## src/hdl/bres_pkg.sv

```systemverilog
// ----------------------------------------------------------------------------
// Line pixel generator package
// Shared constants, command codes and queue status type.
// ----------------------------------------------------------------------------
package bres_pkg;

	localparam int COORD_BITS_DEF = 10;
	localparam int COLOUR_BITS    = 16;
	localparam int CMDQ_DEPTH     = 4;
	localparam int OUTQ_DEPTH     = 2;

	typedef enum logic {
		CMD_START = 1'b0,
		CMD_STEP  = 1'b1
	} cmd_t;

	typedef struct packed {
		logic full;
		logic empty;
	} q_status_t;

endpackage

```

## src/hdl/bres_fifo.sv

```systemverilog
// ----------------------------------------------------------------------------
// Line pixel generator queue
// Small first-word-fall-through queue between pipeline parts.
// ----------------------------------------------------------------------------
module bres_fifo #(
	parameter int WIDTH = 8,
	parameter int DEPTH = 2
) (
	input  logic                  clk,
	input  logic                  arst_n,
	input  logic                  push,
	input  logic [WIDTH-1:0]      wdata,
	input  logic                  pop,
	output logic [WIDTH-1:0]      rdata,
	output bres_pkg::q_status_t   status
);
	import bres_pkg::*;

	localparam int IDX_W = (DEPTH > 1) ? $clog2(DEPTH) : 1;
	localparam int CNT_W = $clog2(DEPTH + 1);

	logic [WIDTH-1:0] mem_q [DEPTH];
	logic [IDX_W-1:0] wr_ptr_q;
	logic [IDX_W-1:0] rd_ptr_q;
	logic [CNT_W-1:0] count_q;
	logic             do_push;
	logic             do_pop;

	assign status.full  = (count_q == CNT_W'(DEPTH));
	assign status.empty = (count_q == '0);
	assign do_push      = push && !status.full;
	assign do_pop       = pop && !status.empty;
	assign rdata        = mem_q[rd_ptr_q];

	function automatic logic [IDX_W-1:0] next_ptr(input logic [IDX_W-1:0] p);
		logic [IDX_W-1:0] r;
		if (p == IDX_W'(DEPTH - 1)) begin
			r = '0;
		end else begin
			r = p + 1'b1;
		end
		return r;
	endfunction

	always_ff @(posedge clk) begin
		if (do_push) begin
			mem_q[wr_ptr_q] <= wdata;
		end
	end

	always_ff @(posedge clk or negedge arst_n) begin
		if (!arst_n) begin
			wr_ptr_q <= '0;
			rd_ptr_q <= '0;
			count_q  <= '0;
		end else begin
			if (do_push) begin
				wr_ptr_q <= next_ptr(wr_ptr_q);
			end
			if (do_pop) begin
				rd_ptr_q <= next_ptr(rd_ptr_q);
			end
			if (do_push && !do_pop) begin
				count_q <= count_q + 1'b1;
			end else if (do_pop && !do_push) begin
				count_q <= count_q - 1'b1;
			end
		end
	end

	a_count_bound: assert property (@(posedge clk) disable iff (!arst_n)
		count_q <= CNT_W'(DEPTH))
		else $error("queue count beyond depth");

	a_count_track: assert property (@(posedge clk) disable iff (!arst_n)
		do_push && !do_pop |=> count_q == $past(count_q) + 1'b1)
		else $error("queue count missed a push");

endmodule

```

## src/hdl/bres_front.sv

```systemverilog
// ----------------------------------------------------------------------------
// Line pixel generator front end
// Accepts requests, classifies the line and prepares the walk set-up.
// ----------------------------------------------------------------------------
module bres_front #(
	parameter int COORD_BITS = bres_pkg::COORD_BITS_DEF
) (
	input  logic                            clk,
	input  logic                            arst_n,
	input  logic                            push,
	output logic                            full,
	input  logic                            cmd,
	input  logic [COORD_BITS-1:0]           start_x,
	input  logic [COORD_BITS-1:0]           start_y,
	input  logic [COORD_BITS-1:0]           end_col,
	input  logic [COORD_BITS-1:0]           end_row,
	input  logic [bres_pkg::COLOUR_BITS-1:0] colour,
	input  bres_pkg::q_status_t             q_status,
	output logic                            q_push,
	output logic [3+6*COORD_BITS+bres_pkg::COLOUR_BITS-1:0] entry
);
	import bres_pkg::*;

	typedef struct packed {
		logic                   is_start;
		logic                   swapped;
		logic                   neg;
		logic [COORD_BITS-1:0]  major_pos;
		logic [COORD_BITS-1:0]  minor_pos;
		logic [COORD_BITS-1:0]  major_end;
		logic [COORD_BITS-1:0]  minor_delta;
		logic [COORD_BITS-1:0]  delta_gap;
		logic [COORD_BITS-1:0]  half_delta;
		logic [COLOUR_BITS-1:0] colour;
	} entry_t;

	// stage 1: raw endpoints, distances and orderings
	logic                   valid_s1;
	logic                   is_start_s1;
	logic [COORD_BITS-1:0]  x0_s1, y0_s1, x1_s1, y1_s1;
	logic [COORD_BITS-1:0]  dx_s1, dy_s1;
	logic                   x_gt_s1, x_lt_s1, y_gt_s1, y_lt_s1;
	logic [COLOUR_BITS-1:0] colour_s1;

	logic   valid_s2;
	entry_t entry_s2;
	entry_t entry_d;

	logic adv_s1;
	logic adv_s2;
	logic take;

	logic                  steep;
	logic                  ord;
	logic                  b_lt;
	logic [COORD_BITS-1:0] p0, p1, q0, q1, md, mnd;

	assign adv_s2 = !valid_s2 || !q_status.full;
	assign adv_s1 = !valid_s1 || adv_s2;
	assign full   = !adv_s1;
	assign take   = push && !full;
	assign q_push = valid_s2;
	assign entry  = entry_s2;

	always_ff @(posedge clk) begin
		if (take) begin
			is_start_s1 <= (cmd_t'(cmd) == CMD_START);
			x0_s1       <= start_x;
			y0_s1       <= start_y;
			x1_s1       <= end_col;
			y1_s1       <= end_row;
			dx_s1       <= (start_x > end_col) ? start_x - end_col : end_col - start_x;
			dy_s1       <= (start_y > end_row) ? start_y - end_row : end_row - start_y;
			x_gt_s1     <= start_x > end_col;
			x_lt_s1     <= start_x < end_col;
			y_gt_s1     <= start_y > end_row;
			y_lt_s1     <= start_y < end_row;
			colour_s1   <= colour;
		end
	end

	// stage 2: pick the major axis and order endpoints along it
	always_comb begin
		steep = dy_s1 > dx_s1;
		p0    = steep ? y0_s1 : x0_s1;
		p1    = steep ? y1_s1 : x1_s1;
		q0    = steep ? x0_s1 : y0_s1;
		q1    = steep ? x1_s1 : y1_s1;
		md    = steep ? dy_s1 : dx_s1;
		mnd   = steep ? dx_s1 : dy_s1;
		ord   = steep ? y_gt_s1 : x_gt_s1;
		if (ord) begin
			b_lt = steep ? x_gt_s1 : y_gt_s1;
		end else begin
			b_lt = steep ? x_lt_s1 : y_lt_s1;
		end
		entry_d.is_start    = is_start_s1;
		entry_d.swapped     = steep;
		entry_d.neg         = !b_lt;
		entry_d.major_pos   = ord ? p1 : p0;
		entry_d.minor_pos   = ord ? q1 : q0;
		entry_d.major_end   = ord ? p0 : p1;
		entry_d.minor_delta = mnd;
		entry_d.delta_gap   = steep ? dy_s1 - dx_s1 : dx_s1 - dy_s1;
		entry_d.half_delta  = md >> 1;
		entry_d.colour      = colour_s1;
	end

	always_ff @(posedge clk) begin
		if (valid_s1 && adv_s2) begin
			entry_s2 <= entry_d;
		end
	end

	always_ff @(posedge clk or negedge arst_n) begin
		if (!arst_n) begin
			valid_s1 <= 1'b0;
			valid_s2 <= 1'b0;
		end else begin
			if (adv_s1) begin
				valid_s1 <= take;
			end
			if (adv_s2) begin
				valid_s2 <= valid_s1;
			end
		end
	end

endmodule

```

## src/hdl/bres_back.sv

```systemverilog
// ----------------------------------------------------------------------------
// Line pixel generator walk unit
// Holds the line state and produces one pixel per start request and per step while a line is active.
// ----------------------------------------------------------------------------
module bres_back #(
	parameter int COORD_BITS = bres_pkg::COORD_BITS_DEF
) (
	input  logic                 clk,
	input  logic                 arst_n,
	input  bres_pkg::q_status_t  cmdq_status,
	input  logic [3+6*COORD_BITS+bres_pkg::COLOUR_BITS-1:0] cmdq_data,
	output logic                 cmdq_pop,
	input  bres_pkg::q_status_t  outq_status,
	output logic                 out_push,
	output logic [2*COORD_BITS+bres_pkg::COLOUR_BITS:0] out_data
);
	import bres_pkg::*;

	typedef struct packed {
		logic                   is_start;
		logic                   swapped;
		logic                   neg;
		logic [COORD_BITS-1:0]  major_pos;
		logic [COORD_BITS-1:0]  minor_pos;
		logic [COORD_BITS-1:0]  major_end;
		logic [COORD_BITS-1:0]  minor_delta;
		logic [COORD_BITS-1:0]  delta_gap;
		logic [COORD_BITS-1:0]  half_delta;
		logic [COLOUR_BITS-1:0] colour;
	} entry_t;

	entry_t entry;

	logic                   active_q;
	logic                   swapped_q;
	logic                   neg_q;
	logic [COORD_BITS-1:0]  major_pos_q;
	logic [COORD_BITS-1:0]  minor_pos_q;
	logic [COORD_BITS-1:0]  major_end_q;
	logic [COORD_BITS-1:0]  minor_delta_q;
	logic [COORD_BITS-1:0]  delta_gap_q;
	logic signed [COORD_BITS:0] error_acc_q;
	logic [COLOUR_BITS-1:0] colour_q;

	logic                   fire;
	logic                   produce;
	logic                   last;
	logic                   src_swapped, src_neg;
	logic [COORD_BITS-1:0]  src_major, src_minor, src_end, src_mnd, src_gap;
	logic signed [COORD_BITS:0] src_err, err_sub, err_alt;
	logic [COLOUR_BITS-1:0] src_colour;
	logic [COORD_BITS-1:0]  pix_x, pix_y;

	assign entry    = entry_t'(cmdq_data);
	assign fire     = !cmdq_status.empty && !outq_status.full;
	assign cmdq_pop = fire;
	assign produce  = entry.is_start || active_q;
	assign out_push = fire && produce;

	always_comb begin
		src_swapped = entry.is_start ? entry.swapped     : swapped_q;
		src_neg     = entry.is_start ? entry.neg         : neg_q;
		src_major   = entry.is_start ? entry.major_pos   : major_pos_q;
		src_minor   = entry.is_start ? entry.minor_pos   : minor_pos_q;
		src_end     = entry.is_start ? entry.major_end   : major_end_q;
		src_mnd     = entry.is_start ? entry.minor_delta : minor_delta_q;
		src_gap     = entry.is_start ? entry.delta_gap   : delta_gap_q;
		src_colour  = entry.is_start ? entry.colour      : colour_q;
		src_err     = entry.is_start ? $signed({1'b0, entry.half_delta}) : error_acc_q;
		last        = (src_major == src_end);
		// both outcomes of the error update side by side, then pick by sign
		err_sub     = src_err - $signed({1'b0, src_mnd});
		err_alt     = src_err + $signed({1'b0, src_gap});
		pix_x       = src_swapped ? src_minor : src_major;
		pix_y       = src_swapped ? src_major : src_minor;
		out_data    = {pix_x, pix_y, src_colour, last};
	end

	always_ff @(posedge clk) begin
		if (fire && produce) begin
			swapped_q     <= src_swapped;
			neg_q         <= src_neg;
			major_end_q   <= src_end;
			minor_delta_q <= src_mnd;
			delta_gap_q   <= src_gap;
			colour_q      <= src_colour;
			if (last) begin
				major_pos_q <= src_major;
				minor_pos_q <= src_minor;
				error_acc_q <= src_err;
			end else begin
				major_pos_q <= src_major + 1'b1;
				if (err_sub < 0) begin
					minor_pos_q <= src_neg ? src_minor - 1'b1 : src_minor + 1'b1;
					error_acc_q <= err_alt;
				end else begin
					minor_pos_q <= src_minor;
					error_acc_q <= err_sub;
				end
			end
		end
	end

	always_ff @(posedge clk or negedge arst_n) begin
		if (!arst_n) begin
			active_q <= 1'b0;
		end else if (fire && produce) begin
			active_q <= !last;
		end
	end

	a_idle_step_silent: assert property (@(posedge clk) disable iff (!arst_n)
		fire && !entry.is_start && !active_q |-> !out_push)
		else $error("pixel produced for a step while idle");

	a_last_ends_line: assert property (@(posedge clk) disable iff (!arst_n)
		out_push && last |=> !active_q)
		else $error("line still active after its last pixel");

	a_error_nonneg: assert property (@(posedge clk) disable iff (!arst_n)
		active_q |-> error_acc_q >= 0)
		else $error("error accumulator went negative");

endmodule

```

## src/hdl/bresenham_line_pixel_generator_top.sv

```systemverilog
// ----------------------------------------------------------------------------
// Line pixel generator
// Integer line walk producing one pixel coordinate per start request and per step while a line is active.
// ----------------------------------------------------------------------------
// A start request (cmd low) loads two endpoints and a colour and yields the
// first pixel of the line; each step request (cmd high) yields the next pixel,
// and the final pixel has last_pixel set. A step while no line is active is
// consumed without a result, and a start drops any line in progress. One
// request is taken per clock while full is low, and one pixel leaves per
// clock while empty is low and pop is high; the walk unit does one error-term
// update per cycle while the request queue holds an entry and the result
// queue has room, both update outcomes formed in parallel. A pixel passes two
// set-up stages and the request queue; the walk unit writes straight into the result queue.
module bresenham_line_pixel_generator_top #(
	parameter int COORD_BITS = bres_pkg::COORD_BITS_DEF
) (
	input  logic                             clk,
	input  logic                             arst_n,
	input  logic                             push,
	output logic                             full,
	input  logic                             cmd,
	input  logic [COORD_BITS-1:0]            start_x,
	input  logic [COORD_BITS-1:0]            start_y,
	input  logic [COORD_BITS-1:0]            end_col,
	input  logic [COORD_BITS-1:0]            end_row,
	input  logic [bres_pkg::COLOUR_BITS-1:0] colour,
	output logic                             empty,
	input  logic                             pop,
	output logic [COORD_BITS-1:0]            pixel_x,
	output logic [COORD_BITS-1:0]            pixel_y,
	output logic [bres_pkg::COLOUR_BITS-1:0] pixel_colour,
	output logic                             last_pixel
);
	import bres_pkg::*;

	localparam int ENTRY_W = 3 + 6 * COORD_BITS + COLOUR_BITS;
	localparam int OUT_W   = 2 * COORD_BITS + COLOUR_BITS + 1;

	q_status_t          cmdq_status;
	q_status_t          outq_status;
	logic               cmdq_push;
	logic               cmdq_pop;
	logic [ENTRY_W-1:0] cmdq_wdata;
	logic [ENTRY_W-1:0] cmdq_rdata;
	logic               outq_push;
	logic [OUT_W-1:0]   outq_wdata;
	logic [OUT_W-1:0]   outq_rdata;

	bres_front #(.COORD_BITS(COORD_BITS)) u_front (
		.clk      (clk),
		.arst_n   (arst_n),
		.push     (push),
		.full     (full),
		.cmd      (cmd),
		.start_x  (start_x),
		.start_y  (start_y),
		.end_col  (end_col),
		.end_row  (end_row),
		.colour   (colour),
		.q_status (cmdq_status),
		.q_push   (cmdq_push),
		.entry    (cmdq_wdata)
	);

	bres_fifo #(.WIDTH(ENTRY_W), .DEPTH(CMDQ_DEPTH)) u_cmdq (
		.clk    (clk),
		.arst_n (arst_n),
		.push   (cmdq_push),
		.wdata  (cmdq_wdata),
		.pop    (cmdq_pop),
		.rdata  (cmdq_rdata),
		.status (cmdq_status)
	);

	bres_back #(.COORD_BITS(COORD_BITS)) u_back (
		.clk         (clk),
		.arst_n      (arst_n),
		.cmdq_status (cmdq_status),
		.cmdq_data   (cmdq_rdata),
		.cmdq_pop    (cmdq_pop),
		.outq_status (outq_status),
		.out_push    (outq_push),
		.out_data    (outq_wdata)
	);

	bres_fifo #(.WIDTH(OUT_W), .DEPTH(OUTQ_DEPTH)) u_outq (
		.clk    (clk),
		.arst_n (arst_n),
		.push   (outq_push),
		.wdata  (outq_wdata),
		.pop    (pop),
		.rdata  (outq_rdata),
		.status (outq_status)
	);

	assign empty = outq_status.empty;
	assign {pixel_x, pixel_y, pixel_colour, last_pixel} = outq_rdata;

endmodule

```

## config.mk

```make
export PLATFORM = sky130hd
export DESIGN_NAME = bresenham_line_pixel_generator_top
export DESIGN_NICKNAME = d
export VERILOG_FILES = /design/src/hdl/bres_pkg.sv /design/src/hdl/bres_fifo.sv /design/src/hdl/bres_front.sv /design/src/hdl/bres_back.sv /design/src/hdl/bresenham_line_pixel_generator_top.sv
export SDC_FILE = /design/constraint.sdc
export NUM_CORES = 1
export LEC_CHECK = 0
export BUFFER_PORTS_ARGS = -buffer_cell sky130_fd_sc_hd__buf_2
export CAP_MARGIN = 20
export CORE_UTILIZATION = 35
export CTS_BUF_LIST = sky130_fd_sc_hd__clkbuf_4 sky130_fd_sc_hd__clkbuf_8
export DETAILED_ROUTE_END_ITERATION = 16
export PLACE_DENSITY = 0.55
export RECOVER_POWER = 25
export SETUP_SLACK_MARGIN = 0.02
export SLEW_MARGIN = 20
export SYNTH_ARGS = -nofsm -noshare
export SYNTH_HDL_FRONTEND = slang
export SYNTH_SLANG_ARGS = --single-unit
```

## constraint.sdc

```tcl
create_clock -name clk -period 8 [get_ports clk]
set_input_delay 1.6 -clock clk [delete_from_list [all_inputs] [get_ports clk]]
set_output_delay 1.6 -clock clk [all_outputs]
set_load 0.02 [all_outputs]
```

==> qor.csv <==
metric,value,unit
Row Count,104,
hold-critical path depth,0,
CP Cell Sequence,mux4_4 -> buf_4 -> mux2_2 -> ha_1 -> o21a_1 -> o2bb2ai_1 -> a31oi_1 -> a41o_1 -> nor2_4 -> and2_4 -> mux2_4,
Crit Path Category,register to register,
clock sink count,638,
Crit path depth,11,
PortBufs,99,
WP buf/inv,1,
Critical Path Slowest Stage Cell,dfrtp_4,
PwrDens,482,nW/µm²
core area,80500,µm²
cts hold-fix bufs,0,
Max-Cap Viols,0,
synth top area cells,"edfxtp_1 (66%), mux4_2 (6.2%), ha_1 (4.1%)",
vias per cell,4.83,
DIE HEIGHT,288,µm
die area,82700,µm²
Fillers,7342,
Syn Nets,1913,
Sequential Power Share,0.391,
Final WS setup,2.74,ns
worst slack at placement,2.66,ns
share of layout cells above drive strength 1,0.246,
P&R area growth vs syn,13.5,%
RSZ-0062 raised after global routing,no,
CP Launch Type,register,
CTS tree,yes,
"Primary FF master, synth",edfxtp_1,
grt ovf,0,
FF-to-FF End,u_back.minor_pos_q[1],
Layout Nets,2075,
final wirelength,58900,µm
r2r startpoint,u_cmdq.rd_ptr_q[1],
I/O Pins,100,
Post-CTS Setup Bufs,0,
total design power,0.0156,W
sw frac,0.365,
"Clk Latency, worst-skew pair",0.72,ns
Syn. warnings,0,
Clock power frac,0.183,
DRC Markers,0,
ys async rst share,0.0219,
portion of total power attributed to combinational logic,0.426,
CP max FO,50,
setup TNS,0,ns
Internal Dissipation,0.00992,W
"Period Utilization, post-route",0.658,
htree depth,3,
All-Layer GR Usage,0.144,
flop2flop setup slack,2.74,ns
Num CTS Buffers,107,
worst hold start,u_front.colour_s1[6],
status,"finished, final reports clean",
Detailed Route Iter0 Violations,891,
"Largest delay share family, worst path",multiplexers,
post-synth top area cell,edfxtp_1,
Worst Path Arrival,5.70,ns
required time worst endpoint,8.44,ns
LEAKAGE,11.8,nW
FF-to-FF path depth,11,
Max Fclk,190,MHz
PostCTS Resize Cnt,0,
Tmin final,5.26,ns
area of the multi-input gates,8740,µm²
Seq cells post-synth,638,
first-pass GRT wire length,90500,µm
largest stage delay on the critical path,0.78,ns
Rel. slew slack,0.288,
Max Slew Vio Count,0,
register area share after synthesis,0.669,
peak supply drop,0.269,mV
post-route ant nets,0,
syn_area_per_cell,16.3,µm²
Starting Density,0.354,
post-synth top area share,0.657,
drt wl/cell,19.2,µm
number of synthesized flops with an enable pin,624,
vias in the first global route,15500,
Synth Cell Area,28500,µm²
vias post-DR,14800,
Final setup viols,0,
sw power,0.00570,W
"Reg clk slew, reported paths",0.06,ns
largest net degree at the start of global routing,81,
sort of element at the end of the critical path,register,
Worst-Margin Slew,1.07,ns
register area,19100,µm²
initial antenna violation count,1,
CTS Buffer Depth,3,
Final HPWL DP,39200,µm
final hold vios,0,
RD Place Congestion,0.823,
clk_skew,0.0437,ns
die width,288,µm
Mapped Cells,1749,
post-synth cell types,64,
Hold EP,u_front.entry[6],
Clock Tree Root,clkbuf_8,
HP Class,register to register,
DR pass1 iterations,4,
ant diodes,0,
[cell type report]
type	count	share of cell area
Sequential cell	638	0.590
Multi-Input combinational cell	932	0.270
Clock buffer	138	0.0532
Tap cell	1060	0.0410
Timing Repair Buffer	118	0.0198
Inverter	114	0.0133
Clock inverter	60	0.0129
[cell families (layout without fill, tap and decap cells)]
kind of cell | after synthesis | count (layout) | share of synthesized area
buffers and inverters | 179 | 430 | 0.0267
XOR/XNOR | 84 | 84 | 0.0260
AO/OA/AOI/OAI | 251 | 251 | 0.0549
flip-flops | 638 | 638 | 0.669
AND/OR/NAND/NOR | 216 | 216 | 0.0393
adder cells (fa/ha/maj) | 103 | 103 | 0.0478
multiplexers | 278 | 278 | 0.136
[how the worst max path moves through the flow]
stage	startpoint	endpoint
2_1_floorplan	u_cmdq.rd_ptr_q[0]	u_outq.mem_q[1][0]
3_3_place_gp	u_cmdq.rd_ptr_q[1]	u_back.minor_pos_q[1]
3_5_place_dp	u_cmdq.rd_ptr_q[1]	u_back.minor_pos_q[1]
4_1_cts	u_cmdq.rd_ptr_q[1]	u_back.minor_pos_q[1]
5_1_grt	u_cmdq.rd_ptr_q[0]	u_back.minor_pos_q[1]
6_report	u_cmdq.rd_ptr_q[1]	u_back.minor_pos_q[1]
[synthesized netlist by cell type (4+ instances only)]
| cell | number |
|---|---|
| edfxtp_1 | 624 |
| inv_1 | 112 |
| mux2i_1 | 103 |
| mux2_2 | 94 |
| ha_1 | 93 |
| a21oi_1 | 80 |
| mux4_2 | 78 |
| nand2_1 | 59 |
| o21ai_0 | 58 |
| xnor2_1 | 50 |
| nor2b_1 | 49 |
| nor2_1 | 39 |
| xor2_1 | 33 |
| a211oi_1 | 32 |
| buf_2 | 24 |
| clkbuf_1 | 24 |
| a21o_1 | 22 |
| dfrtp_1 | 14 |
| nand2b_1 | 14 |
| nor3_1 | 12 |
| and2_1 | 11 |
| buf_1 | 10 |
| fa_1 | 10 |
| o21bai_1 | 9 |
| nand3_1 | 8 |
| nand4_1 | 8 |
| o21ai_1 | 7 |
| a221oi_1 | 6 |
| a31oi_1 | 6 |
| a21boi_0 | 5 |
| buf_6 | 5 |
| o21a_1 | 4 |
[metrics by stage]
stage / std cells / utilization / hold WS (ns) / instance area [µm²]
global route: 3060 / 0.402 / 0.418 / 32400
finish: 3060 / 0.402 / 0.405 / 32400
CTS: 3060 / 0.402 / 0.412 / 32400
global placement: 2862 / 0.375 / 0.408 / 30200
floorplan: 1749 / - / 0.400 / 28500
detailed placement: 2862 / 0.375 / 0.407 / 30200
[power by group through the flow]
stage                     clock (W)  combinational [W]  sequential, W
after global placement            0            0.00666        0.00613
after floorplan                   0            0.00524        0.00594
after global routing        0.00310            0.00738        0.00625
after CTS                   0.00296            0.00677        0.00613
after detailed placement          0            0.00674        0.00619
final                       0.00286            0.00665        0.00611
[flip-flops by register name, summed over array words and instances, names as in the netlist, 2 cells and up]
name	flops
u_back.colour_q	16
u_back.delta_gap_q	10
u_back.error_acc_q	11
u_back.major_end_q	10
u_back.major_pos_q	10
u_back.minor_delta_q	10
u_back.minor_pos_q	10
u_cmdq.count_q	3
u_cmdq.mem_q	312
u_cmdq.rd_ptr_q	2
u_cmdq.wr_ptr_q	2
u_front.colour_s1	16
u_front.dx_s1	10
u_front.dy_s1	10
u_front.entry	78
u_front.x0_s1	10
u_front.x1_s1	10
u_front.y0_s1	10
u_front.y1_s1	10
u_outq.count_q	2
u_outq.mem_q	74
[per-layer routing]
metal,GRT usage,up-vias,wire length (µm)
met5,0,-,0
met4,0.0424,0,1440
met3,0.0285,109,2600
met2,0.232,286,27700
met1,0.196,7372,27200
li1,-,7022,-
[cell usage in the layout (no fill, tap or decap), types with 4 or more instances in the layout]
master     instances
a211oi_1          32
a21boi_0           5
a21o_1            22
a21oi_1           80
a221oi_1           6
a31oi_1            6
and2_1             5
and2_4             6
buf_2             99
buf_4             18
bufinv_16          4
clkbuf_4          28
clkbuf_8         110
clkinv_1          28
clkinv_2          20
dfrtp_1           11
edfxtp_1         624
fa_1              10
ha_1              93
inv_1            112
mux2_2            94
mux2i_1          102
mux4_2            77
nand2_1           59
nand2b_1          14
nand3_1            8
nand4_1            8
nor2_1            38
nor2b_1           48
nor3_1            11
o21a_1             4
o21ai_0           58
o21ai_1            7
o21bai_1           9
xnor2_1           50
xor2_1            33
(Power assumes the default switching activity.)
